File: config.mk
export PLATFORM = sky130hd
export DESIGN_NAME = iso8583_field_deframer
export DESIGN_NICKNAME = d
export VERILOG_FILES = /design/src/rtl/ifd_pkg.sv /design/src/rtl/ifd_parser.sv /design/src/rtl/ifd_queue.sv /design/src/rtl/iso8583_field_deframer.sv
export SDC_FILE = /design/constraint.sdc
export NUM_CORES = 1
export LEC_CHECK = 0
export ABC_CLOCK_PERIOD_IN_PS = 17000
export BUFFER_PORTS_ARGS = -buffer_cell sky130_fd_sc_hd__buf_2
export CAP_MARGIN = 20
export CORE_ASPECT_RATIO = 0.5
export CORE_MARGIN = 4
export CORE_UTILIZATION = 35
export CTS_BUF_LIST = sky130_fd_sc_hd__clkbuf_16
export CTS_CLUSTER_SIZE = 12
export DETAILED_ROUTE_END_ITERATION = 7
export PLACE_DENSITY_LB_ADDON = 0.08
export SYNTH_ARGS = -nofsm -noshare
export SYNTH_HDL_FRONTEND = slang
export SYNTH_HIERARCHICAL = 1
export SYNTH_SLANG_ARGS = --single-unit
File: constraint.sdc
create_clock -name clk -period 17 [get_ports clk]
set_input_delay 1.7 -clock clk [delete_from_list [all_inputs] [get_ports clk]]
set_output_delay 1.7 -clock clk [all_outputs]
set_load 0.02 [all_outputs]
File: src/rtl/ifd_pkg.sv
`timescale 1ns / 1ps
package ifd_pkg;

  localparam int FIELD_MAX    = 128;
  localparam int FIELD_COUNT_DEF = 128;
  localparam int BITMAP_BYTES = 8;
  localparam int HDR_W        = 6;
  localparam logic [HDR_W-1:0] HDR_RESET = 6'd15;
  localparam int LEN_W        = 14;
  localparam logic [LEN_W-1:0] LEN_MAX = 14'd16383;
  localparam int QUEUE_DEPTH  = 4;

  // parse phases
  localparam logic [2:0] PH_IDLE      = 3'd0;
  localparam logic [2:0] PH_HEADER    = 3'd1;
  localparam logic [2:0] PH_PRIMARY   = 3'd2;
  localparam logic [2:0] PH_SECONDARY = 3'd3;
  localparam logic [2:0] PH_PFX_HIGH  = 3'd4;
  localparam logic [2:0] PH_PFX_LAST  = 3'd5;
  localparam logic [2:0] PH_DATA      = 3'd6;
  localparam logic [2:0] PH_DONE      = 3'd7;

  // prefix kinds
  localparam logic [1:0] KIND_FIXED = 2'd0;
  localparam logic [1:0] KIND_LL    = 2'd1;
  localparam logic [1:0] KIND_LLL   = 2'd2;

  typedef struct packed {
    logic       last_of_message;
    logic       last_of_field;
    logic [7:0] data_byte;
    logic [7:0] field_number;
  } ifd_item_t;

  // Attribute ROM, element 1 first: [9:0] fixed length, [11:10] kind, [12] packed
  localparam logic [15:0] ATTR_ROM [FIELD_MAX] = '{
    16'h0008, 16'h1400, 16'h1006, 16'h100C, 16'h000C, 16'h000C, 16'h000A, 16'h0008,
    16'h0008, 16'h0008, 16'h1006, 16'h1006, 16'h1004, 16'h1004, 16'h1004, 16'h0004,
    16'h0004, 16'h0004, 16'h0003, 16'h0003, 16'h0003, 16'h1003, 16'h1003, 16'h0003,
    16'h1002, 16'h1002, 16'h0001, 16'h0006, 16'h0000, 16'h0000, 16'h0000, 16'h1400,
    16'h0400, 16'h0400, 16'h1400, 16'h1800, 16'h000C, 16'h0006, 16'h0002, 16'h0003,
    16'h0008, 16'h000F, 16'h0028, 16'h0400, 16'h0400, 16'h0800, 16'h0800, 16'h0800,
    16'h0003, 16'h0003, 16'h0003, 16'h0008, 16'h1010, 16'h0800, 16'h0800, 16'h0800,
    16'h0800, 16'h0800, 16'h0800, 16'h1800, 16'h0800, 16'h0800, 16'h0800, 16'h0008,
    16'h0800, 16'h0001, 16'h0800, 16'h0800, 16'h0800, 16'h0003, 16'h0800, 16'h0800,
    16'h0006, 16'h000A, 16'h000A, 16'h000A, 16'h000A, 16'h000A, 16'h000A, 16'h000A,
    16'h000A, 16'h000C, 16'h000C, 16'h000C, 16'h000C, 16'h0010, 16'h0010, 16'h0010,
    16'h0010, 16'h002A, 16'h0001, 16'h0800, 16'h0800, 16'h0007, 16'h002A, 16'h0008,
    16'h0010, 16'h0800, 16'h0400, 16'h0400, 16'h0400, 16'h0400, 16'h0400, 16'h0800,
    16'h0800, 16'h0800, 16'h0800, 16'h0800, 16'h0800, 16'h0800, 16'h0800, 16'h0800,
    16'h0800, 16'h0800, 16'h0800, 16'h0800, 16'h0800, 16'h0800, 16'h0800, 16'h0800,
    16'h0800, 16'h0800, 16'h0800, 16'h0800, 16'h0800, 16'h0800, 16'h0800, 16'h0008
  };

  // Widen the high digit before weighting it: 15 * 10 + 15 still fits in 8 bits
  function automatic logic [7:0] bcd_pair(input logic [7:0] b);
    bcd_pair = 8'(b[7:4]) * 8'd10 + 8'(b[3:0]);
  endfunction

endpackage

File: src/rtl/ifd_parser.sv
`timescale 1ns / 1ps
module ifd_parser import ifd_pkg::*; #(
  parameter int FIELD_COUNT = FIELD_COUNT_DEF
) (
  input  logic             clk,
  input  logic             rst_n,
  input  logic             cfg_we,
  input  logic [HDR_W-1:0] cfg_wdata,
  input  logic             acc,
  input  logic [7:0]       msg_byte,
  input  logic             start,
  output logic             emit,
  output ifd_item_t        item
);

  localparam logic [7:0] EXT_LIMIT = 8'(FIELD_COUNT);

  logic [2:0]       phase_r, phase_nxt, phase_e;
  logic [5:0]       pos_r, pos_nxt, pos_e, pos_inc;
  logic [63:0]      bm0_r, bm0_nxt, bm0_e;
  logic [63:0]      bm1_r, bm1_nxt, bm1_e;
  logic [6:0]       cur_r, cur_nxt, cur_e;
  logic [LEN_W-1:0] br_r, br_nxt, br_e, br_dec;
  logic [7:0]       pv_r, pv_nxt, pv_e;
  logic [HDR_W-1:0] hdr_r;

  logic [FIELD_MAX-1:0] pres, nz, cand, later_v;
  logic [7:0]  lim, from;
  logic        found;
  logic [6:0]  fidx;
  logic [15:0] fattr, cattr;
  logic [9:0]  flen;
  logic [14:0] v_raw, v_pk;
  logic [LEN_W-1:0] v_len;
  logic        later;

  // Zero-length fixed elements never need bytes
  always_comb begin
    for (int i = 0; i < FIELD_MAX; i++) begin
      nz[i] = !(ATTR_ROM[i][11:10] == KIND_FIXED && ATTR_ROM[i][9:0] == 10'd0);
    end
  end

  always_comb begin
    if (start) begin
      phase_e = (hdr_r != '0) ? PH_HEADER : PH_PRIMARY;
      pos_e = '0; bm0_e = '0; bm1_e = '0; cur_e = '0; br_e = '0; pv_e = '0;
    end else begin
      phase_e = phase_r; pos_e = pos_r; bm0_e = bm0_r; bm1_e = bm1_r;
      cur_e = cur_r; br_e = br_r; pv_e = pv_r;
    end
  end

  // Bitmap shift-in and field presence
  always_comb begin
    bm0_nxt = bm0_e;
    bm1_nxt = bm1_e;
    if (phase_e == PH_PRIMARY)   bm0_nxt = {bm0_e[55:0], msg_byte};
    if (phase_e == PH_SECONDARY) bm1_nxt = {bm1_e[55:0], msg_byte};
    lim  = bm0_nxt[63] ? EXT_LIMIT : 8'd64;
    from = (phase_e == PH_PRIMARY || phase_e == PH_SECONDARY) ? 8'd1 : 8'(cur_e) + 8'd1;
    for (int i = 0; i < FIELD_MAX; i++) begin
      pres[i]    = (i < 64) ? bm0_nxt[63-(i%64)] : bm1_nxt[127-i];
      cand[i]    = pres[i] && nz[i] && (8'(i) >= from) && (8'(i) < lim);
      later_v[i] = pres[i] && (8'(i) > 8'(cur_e)) && (8'(i) < lim);
    end
    later = |later_v;
    found = 1'b0;
    fidx  = '0;
    for (int i = FIELD_MAX - 1; i >= 0; i--) begin
      if (cand[i]) begin
        found = 1'b1;
        fidx  = 7'(i);
      end
    end
    fattr = ATTR_ROM[fidx];
    flen  = fattr[12] ? 10'((11'(fattr[9:0]) + 11'd1) >> 1) : fattr[9:0];
  end

  // Prefix length
  always_comb begin
    cattr = ATTR_ROM[cur_e];
    if (cattr[11:10] == KIND_LLL)
      v_raw = 15'(bcd_pair(pv_e)) * 15'd100 + 15'(bcd_pair(msg_byte));
    else
      v_raw = 15'(bcd_pair(msg_byte));
    v_pk  = cattr[12] ? 15'((16'(v_raw) + 16'd1) >> 1) : v_raw;
    v_len = (v_pk > 15'(LEN_MAX)) ? LEN_MAX : v_pk[LEN_W-1:0];
  end

  always_comb begin
    phase_nxt = phase_e;
    pos_nxt   = pos_e;
    cur_nxt   = cur_e;
    br_nxt    = br_e;
    pv_nxt    = pv_e;
    emit      = 1'b0;
    item      = '0;
    pos_inc   = pos_e + 6'd1;
    br_dec    = (br_e != '0) ? br_e - 1'b1 : br_e;
    item.field_number = 8'(cur_e) + 8'd1;
    item.data_byte    = msg_byte;
    unique case (phase_e)
      PH_HEADER: begin
        if (pos_inc >= hdr_r || pos_inc == '0) begin
          pos_nxt = '0; phase_nxt = PH_PRIMARY;
        end else begin
          pos_nxt = pos_inc;
        end
      end
      PH_PRIMARY, PH_SECONDARY: begin
        pos_nxt = pos_inc;
        if (pos_inc >= 6'(BITMAP_BYTES)) begin
          pos_nxt = '0;
          if (phase_e == PH_PRIMARY && bm0_nxt[63]) phase_nxt = PH_SECONDARY;
          else phase_nxt = PH_IDLE; // replaced by advance below
        end
      end
      PH_PFX_HIGH: begin
        pv_nxt = msg_byte; phase_nxt = PH_PFX_LAST;
      end
      PH_PFX_LAST: begin
        pv_nxt = '0;
        if (v_len != '0) begin
          br_nxt = v_len; phase_nxt = PH_DATA;
        end
      end
      PH_DATA: begin
        emit   = 1'b1;
        br_nxt = br_dec;
        if (br_dec == '0) begin
          item.last_of_field   = 1'b1;
          item.last_of_message = !later;
        end
      end
      default: ;
    endcase
    // Advance to the next present element that needs bytes
    if ((phase_e == PH_PRIMARY || phase_e == PH_SECONDARY) && phase_nxt == PH_IDLE ||
        phase_e == PH_PFX_LAST && v_len == '0 ||
        phase_e == PH_DATA && br_dec == '0) begin
      if (found) begin
        cur_nxt = fidx;
        priority case (fattr[11:10])
          KIND_FIXED: begin br_nxt = LEN_W'(flen); phase_nxt = PH_DATA; end
          KIND_LLL:   phase_nxt = PH_PFX_HIGH;
          default:    phase_nxt = PH_PFX_LAST;
        endcase
      end else begin
        phase_nxt = PH_DONE;
      end
    end
  end

  always_ff @(posedge clk) begin
    if (!rst_n) begin
      phase_r <= PH_IDLE; pos_r <= '0; bm0_r <= '0; bm1_r <= '0;
      cur_r <= '0; br_r <= '0; pv_r <= '0; hdr_r <= HDR_RESET;
    end else begin
      if (cfg_we) hdr_r <= cfg_wdata;
      if (acc) begin
        phase_r <= phase_nxt; pos_r <= pos_nxt; bm0_r <= bm0_nxt; bm1_r <= bm1_nxt;
        cur_r <= cur_nxt; br_r <= br_nxt; pv_r <= pv_nxt;
      end
    end
  end

  a_done_holds: assert property (@(posedge clk) disable iff (!rst_n)
    phase_r == PH_DONE && !(acc && start) |=> phase_r == PH_DONE)
    else $error("done phase left without a start");
  a_data_len: assert property (@(posedge clk) disable iff (!rst_n)
    phase_r == PH_DATA |-> br_r != '0)
    else $error("data phase with zero remaining");
  a_hdr_pos: assert property (@(posedge clk) disable iff (!rst_n)
    phase_r == PH_PRIMARY || phase_r == PH_SECONDARY |-> pos_r < 6'(BITMAP_BYTES))
    else $error("bitmap position out of range");

endmodule

File: src/rtl/ifd_queue.sv
`timescale 1ns / 1ps
module ifd_queue import ifd_pkg::*; #(
  parameter int DEPTH = QUEUE_DEPTH
) (
  input  logic      clk,
  input  logic      rst_n,
  input  logic      push,
  input  ifd_item_t push_item,
  output logic      not_full,
  input  logic      pop,
  output logic      head_valid,
  output ifd_item_t head_item
);

  localparam int AW = (DEPTH > 1) ? $clog2(DEPTH) : 1;

  ifd_item_t       mem_r [DEPTH];
  logic [AW-1:0]   wp_r, rp_r;
  logic [AW:0]     cnt_r;
  logic            do_pop;

  assign not_full   = cnt_r < (AW+1)'(DEPTH);
  assign head_valid = cnt_r != '0;
  assign head_item  = mem_r[rp_r];
  assign do_pop     = pop && head_valid;

  always_ff @(posedge clk) begin
    if (push) mem_r[wp_r] <= push_item;
  end

  always_ff @(posedge clk) begin
    if (!rst_n) begin
      wp_r <= '0; rp_r <= '0; cnt_r <= '0;
    end else begin
      if (push) wp_r <= (wp_r == AW'(DEPTH - 1)) ? '0 : wp_r + 1'b1;
      if (do_pop) rp_r <= (rp_r == AW'(DEPTH - 1)) ? '0 : rp_r + 1'b1;
      cnt_r <= cnt_r + (AW+1)'(push) - (AW+1)'(do_pop);
    end
  end

  a_no_overflow: assert property (@(posedge clk) disable iff (!rst_n)
    push |-> not_full)
    else $error("push into full queue");
  a_cnt_range: assert property (@(posedge clk) disable iff (!rst_n)
    cnt_r <= (AW+1)'(DEPTH))
    else $error("queue count out of range");
  a_cnt_step: assert property (@(posedge clk) disable iff (!rst_n)
    push && !do_pop |=> cnt_r == $past(cnt_r) + 1'b1)
    else $error("queue count missed a push");

endmodule

File: src/rtl/iso8583_field_deframer.sv
`timescale 1ns / 1ps
// ISO 8583 field deframer. Feed one message byte per beat on the in_ channel,
// with in_tuser high on the first byte of each message. The block skips the
// header (cfg_wdata, reset 15 bytes), stores the primary bitmap and, when its
// bit 1 is set, the secondary bitmap, then walks the present elements in
// ascending order. Each content byte leaves on the out_ channel with its
// element number; length prefixes are swallowed and zero-length elements
// produce nothing. Every input beat is taken while the queue has room: the next
// present element is found by a combinational priority search over the bitmaps
// plus an attribute ROM lookup, so one byte per clock is sustained until the
// four-entry result queue fills, and the input keeps flowing while the output
// stalls until four results wait. Write the header length only while idle.
module iso8583_field_deframer import ifd_pkg::*; #(
  parameter int FIELD_COUNT = FIELD_COUNT_DEF
) (
  input  logic             clk,
  input  logic             rst_n,
  input  logic             cfg_we,
  input  logic [HDR_W-1:0] cfg_wdata,      // header_bytes
  input  logic             in_tvalid,
  output logic             in_tready,
  input  logic [7:0]       in_tdata,       // message_byte
  input  logic             in_tuser,       // start_of_message
  output logic             out_tvalid,
  input  logic             out_tready,
  output logic [15:0]      out_tdata,      // [7:0] field_number, [15:8] data_byte
  output logic             out_tuser,      // last_of_field
  output logic             out_tlast       // last_of_message
);

  logic      acc, emit, not_full;
  ifd_item_t item, head;

  // Accept a beat whenever the queue has room for its possible result
  assign in_tready = not_full;
  assign acc       = in_tvalid && in_tready;

  ifd_parser #(.FIELD_COUNT(FIELD_COUNT)) u_parser (
    .clk, .rst_n, .cfg_we, .cfg_wdata,
    .acc, .msg_byte(in_tdata), .start(in_tuser),
    .emit, .item
  );

  ifd_queue #(.DEPTH(QUEUE_DEPTH)) u_queue (
    .clk, .rst_n,
    .push(acc && emit), .push_item(item), .not_full,
    .pop(out_tready), .head_valid(out_tvalid), .head_item(head)
  );

  assign out_tdata = {head.data_byte, head.field_number};
  assign out_tuser = head.last_of_field;
  assign out_tlast = head.last_of_message;

  a_last_implies_field: assert property (@(posedge clk) disable iff (!rst_n)
    out_tvalid && out_tlast |-> out_tuser)
    else $error("message end without field end");
  a_field_range: assert property (@(posedge clk) disable iff (!rst_n)
    out_tvalid |-> out_tdata[7:0] >= 8'd2)
    else $error("field number below two");
  a_hold: assert property (@(posedge clk) disable iff (!rst_n)
    out_tvalid && !out_tready |=> out_tvalid && $stable(out_tdata))
    else $error("stalled beat changed");

endmodule
==> out/results.txt <==
The flow ran to the end, and the final reports show no timing, DRC or antenna violations. The number of hold violations in the final report is 0, and the flop-to-flop setup slack is 8.54 ns. For the summed negative setup slack over all endpoints, the log shows 0 ns. Dividing the final minimum period by the clock period gives 61.5%. The run gives 132 as the maximum number of pins on one net before global-route repair. The number of levels in the clock H-tree came out at 1. The floorplan die area is 0.0734 sq mm. The final layout contains 3,148 nets. Detailed placement ended at an HPWL of 94,100 um. By instance count, the cell type seen most on the critical path is sky130_fd_sc_hd__ha_1. Relative slew slack: 16.8%. For this run, the register share of the synthesized area comes to 24.0%.

The die outline height works out to 194 um. After detailed routing, the average wire length per cell comes to 31.6 um. For the final antenna-violating net count, the log shows 0.

The total area inside the core boundary comes to 0.0676 sq mm. Data on the critical path arrives at its endpoint at 10.94 ns. Counting every net in the synthesized netlist gives 3,215. The tools report the total number of placement rows as 67. The post-synthesis sequential element count works out to 253.

STA classifies the critical path endpoint as a register. The first global-routing pass estimated 178,000 um of wire. The beginning of the worst register-to-register path was u_parser/pv_r[5]. The cell at the root of the clock tree was sky130_fd_sc_hd__clkbuf_16. The count of synthesis-stage warnings from yosys came out at 6. TritonCTS built the clock tree. The unique cell type count in the Yosys netlist was 133; the post-synthesis to final-layout area growth was 7.00%. The ratio of total power to cell area was 71.2 mW/mm^2. Leaving out fill and tap cells, the most frequent cells in the layout are sky130_fd_sc_hd__nand2_1 (386), sky130_fd_sc_hd__a21oi_1 (236), sky130_fd_sc_hd__nor2_1 (218). The worst setup path is of the primary input to register kind. The max-slew violation count was 0. The count of buffers added on input and output ports is 39. 40 I/O pins were placed.

The number of enable flip-flop cells after synthesis came out at 72. The via count of the first global-routing pass came out at 24,000. Counting flops with an async set or reset pin after synthesis yields a share of 0%.

In this run the static leakage power is 9.00 nW. Summed over all layers, the global routing overflow is 0. The clock net in this run drives a total of 253 sinks.

The run gives 0 as the post-CTS resize count. Setup repair after global routing left no endpoint under its margin. Least setup slack across all paths after layout: 6.54 ns.

The initial DRC count is 3,837. Summing all flip-flop and latch instances after layout gives 0.00579 sq mm. The commonest register cell after synthesis was sky130_fd_sc_hd__dfxtp_1. The number of detailed-route iterations in the first pass is 6. For the via count, the log shows 26,400. The clock period minus final worst setup slack is 10.46 ns, and the combined buffer and inverter count along the critical path is 2.

Max-cap violations in this run came to 0. For the gate count of the mapped netlist, the log shows 3,105. Area used by multi-input combinational logic: 0.0170 sq mm. Global routing used 32.6% of the available tracks. The worst setup path is launched from a primary input. The width of the die came out at 379 um. The min-delay analysis places its worst path in the category register to register. For the total wire length, the log shows 125,000 um. The slew at the pin closest to its max-slew limit came out at 1.23 ns.

The highest achievable clock rate was 95.6 MHz; the number of buffers inserted by post-CTS setup repair was 0. The number of buffers inserted for hold repair after clock tree synthesis was 0. The maximum cell stage delay along the critical path is 0.71 ns.

Along the worst path, the maximum fanout reaches 69. The synthesized netlist occupies a cell area of 0.0241 sq mm. The cell family contributing the most delay on the critical path is simple AND/OR/NAND/NOR gates. The filler cell count in the final layout was 7,092; the number of vias per cell was 6.67.

The design draws 1.84 mW. The startpoint identified for the worst hold timing path is u_parser/pos_r[5]. TritonCTS created 27 clock buffers. STA puts the critical path data required time at 17.48 ns. The slowest stage of the critical path belongs to the cell sky130_fd_sc_hd__buf_4. The worst-skew pair later-pin latency was 0.61 ns. The tools report the number of antenna violations at the first check in global routing as 3. The synthesized design devotes to its leading area cell type 15.0% of total area. Ratio of cells with drive above 1 in the final layout: 9.26%.

The leading area contributor after synthesis was sky130_fd_sc_hd__dfxtp_1. For this run, design rule violations remaining after detail routing come to 0. The tools report the final weighted congestion of routability-driven global placement as 1.10.

The clock passes through at most 3 buffers. The tools report the launching element of the worst setup path as in_tuser. Post-synthesis area per instance: 7.77 sq um. The logs give 35.7% for the starting utilization of the core area and 6.01 ns for the post-placement worst setup slack.

Across the VDD grid, the largest voltage drop is 0.0672 mV. Setup violations remaining at the end of the flow were counted as 0. Leaving out fill and tap cells, the most frequent cell in the layout is sky130_fd_sc_hd__nand2_1.

Clock-pin slew was measured on the worst setup and hold paths at 0.06 ns. In the post-synthesis netlist, the biggest area contributors are sky130_fd_sc_hd__dfxtp_1 (15%), sky130_fd_sc_hd__edfxtp_1 (9.0%), sky130_fd_sc_hd__mux2i_1 (6.2%). The clock arrives with 0.0291 ns of skew.
-- state kept, by name, summed over array words and instances, names as in the netlist, 6 cells and up, named ones only --
signal and cells:
u_queue/mem_r 72, u_parser/bm1_r 64, u_parser/pos_r 6, u_parser/hdr_r 6, u_parser/pv_r 8, u_parser/bm0_r 64, u_parser/br_r 14, u_parser/cur_r 7
-- metal layers --
layer / up-vias / track usage (%) / share of wire [%]
met5: - / 0 / 0
met3: 291 / 9.61 / 12
met2: 1615 / 43.2 / 38
met4: 0 / 9.32 / 3.6
li1: 11500 / - / -
met1: 13000 / 49.7 / 46
-- synth_stat cells (28+ instances only) --
master	count
sky130_fd_sc_hd__nand4_1	35
sky130_fd_sc_hd__o211ai_1	57
sky130_fd_sc_hd__edfxtp_1	72
sky130_fd_sc_hd__nand3_1	88
sky130_fd_sc_hd__a22oi_1	64
sky130_fd_sc_hd__dfxtp_1	181
sky130_fd_sc_hd__nor2b_1	188
sky130_fd_sc_hd__clkbuf_1	92
sky130_fd_sc_hd__a211oi_1	28
sky130_fd_sc_hd__a21oi_1	236
sky130_fd_sc_hd__o21ai_0	173
sky130_fd_sc_hd__nand2b_1	38
sky130_fd_sc_hd__nand2_1	386
sky130_fd_sc_hd__a21o_1	30
sky130_fd_sc_hd__and3_1	29
sky130_fd_sc_hd__nor2_1	219
sky130_fd_sc_hd__a31oi_1	37
sky130_fd_sc_hd__and2_1	31
sky130_fd_sc_hd__nor3_1	105
sky130_fd_sc_hd__buf_2	60
sky130_fd_sc_hd__ha_1	81
sky130_fd_sc_hd__nor4_1	31
sky130_fd_sc_hd__inv_1	50
sky130_fd_sc_hd__mux2i_1	150
sky130_fd_sc_hd__o21ai_1	32
sky130_fd_sc_hd__o22ai_1	30
-- final timing paths --
path / endpoint / cells past startpoint
worst max register to register: u_parser/br_r[10] / 25
worst max-delay path: u_parser/br_r[10] / 27
worst min-delay path: u_parser/pos_r[5] / 2
worst min register to register: u_parser/pos_r[5] / 2
-- area by class of cell --
cell class | instances | area share (%)
Inverter | 57 | 0.834
Tap cell | 897 | 4.35
Clock buffer | 27 | 2.62
Timing Repair Buffer | 124 | 3.32
Multi-Input combinational cell | 2575 | 66.0
Sequential cell | 253 | 22.4
Clock inverter | 21 | 0.422
Antenna cell | 1 | 0.00969
-- report_power, final --
part           switching, mW  leakage (nW)  total (mW)  internal [mW]
Clock                  0.267         0.422       0.555          0.288
Combinational          0.416          6.49       0.636          0.220
Sequential            0.0169          2.09       0.647          0.630
-- stage by stage --
stage / cell area [sq um] / instances / util [%] / hold WS, ns
4_1_cts: 25800 / 3954 / 38.2 / 0.484
3_3_place_gp: 25000 / 3905 / 37.0 / 0.470
6_report: 25800 / 3955 / 38.2 / 0.482
2_1_floorplan: 24100 / 3105 / - / 0.442
3_5_place_dp: 25000 / 3906 / 37.0 / 0.475
5_1_grt: 25800 / 3954 / 38.2 / 0.517
-- logic make-up after synthesis --
kind of cell             after synthesis  share of synthesized area (%)
AO/OA/AOI/OAI                        990                           28.2
XOR/XNOR                              40                           1.60
adder cells (fa/ha/maj)               91                           4.99
buffers and inverters                277                           5.67
flip-flops                           253                           24.0
multiplexers                         173                           8.26
AND/OR/NAND/NOR                     1281                           27.2
-- worst register-to-register path, cell delays in order (launching register included) --
cell                        delay [ns]
sky130_fd_sc_hd__dfxtp_1          0.33
sky130_fd_sc_hd__nor2b_1          0.29
sky130_fd_sc_hd__ha_1             0.30
sky130_fd_sc_hd__ha_1             0.23
sky130_fd_sc_hd__fa_1             0.48
sky130_fd_sc_hd__nand2_1          0.10
sky130_fd_sc_hd__nor2_1           0.06
sky130_fd_sc_hd__xnor2_1          0.44
sky130_fd_sc_hd__fa_1             0.49
sky130_fd_sc_hd__ha_1             0.36
sky130_fd_sc_hd__xor2_1           0.38
sky130_fd_sc_hd__nor2_1           0.17
sky130_fd_sc_hd__a21boi_0         0.31
sky130_fd_sc_hd__o211ai_1         0.17
sky130_fd_sc_hd__a2111oi_1        0.71
sky130_fd_sc_hd__and3_1           0.31
sky130_fd_sc_hd__a211oi_1         0.08
sky130_fd_sc_hd__a2111oi_0        0.68
sky130_fd_sc_hd__nand4b_1         0.22
sky130_fd_sc_hd__nor4_1           0.66
sky130_fd_sc_hd__nand2b_1         0.31
sky130_fd_sc_hd__and2_1           0.28
sky130_fd_sc_hd__and3_1           0.42
sky130_fd_sc_hd__o31ai_4          0.12
sky130_fd_sc_hd__and2_4           0.23
sky130_fd_sc_hd__a22o_1           0.23
Power figures use the tool's default switching activity.
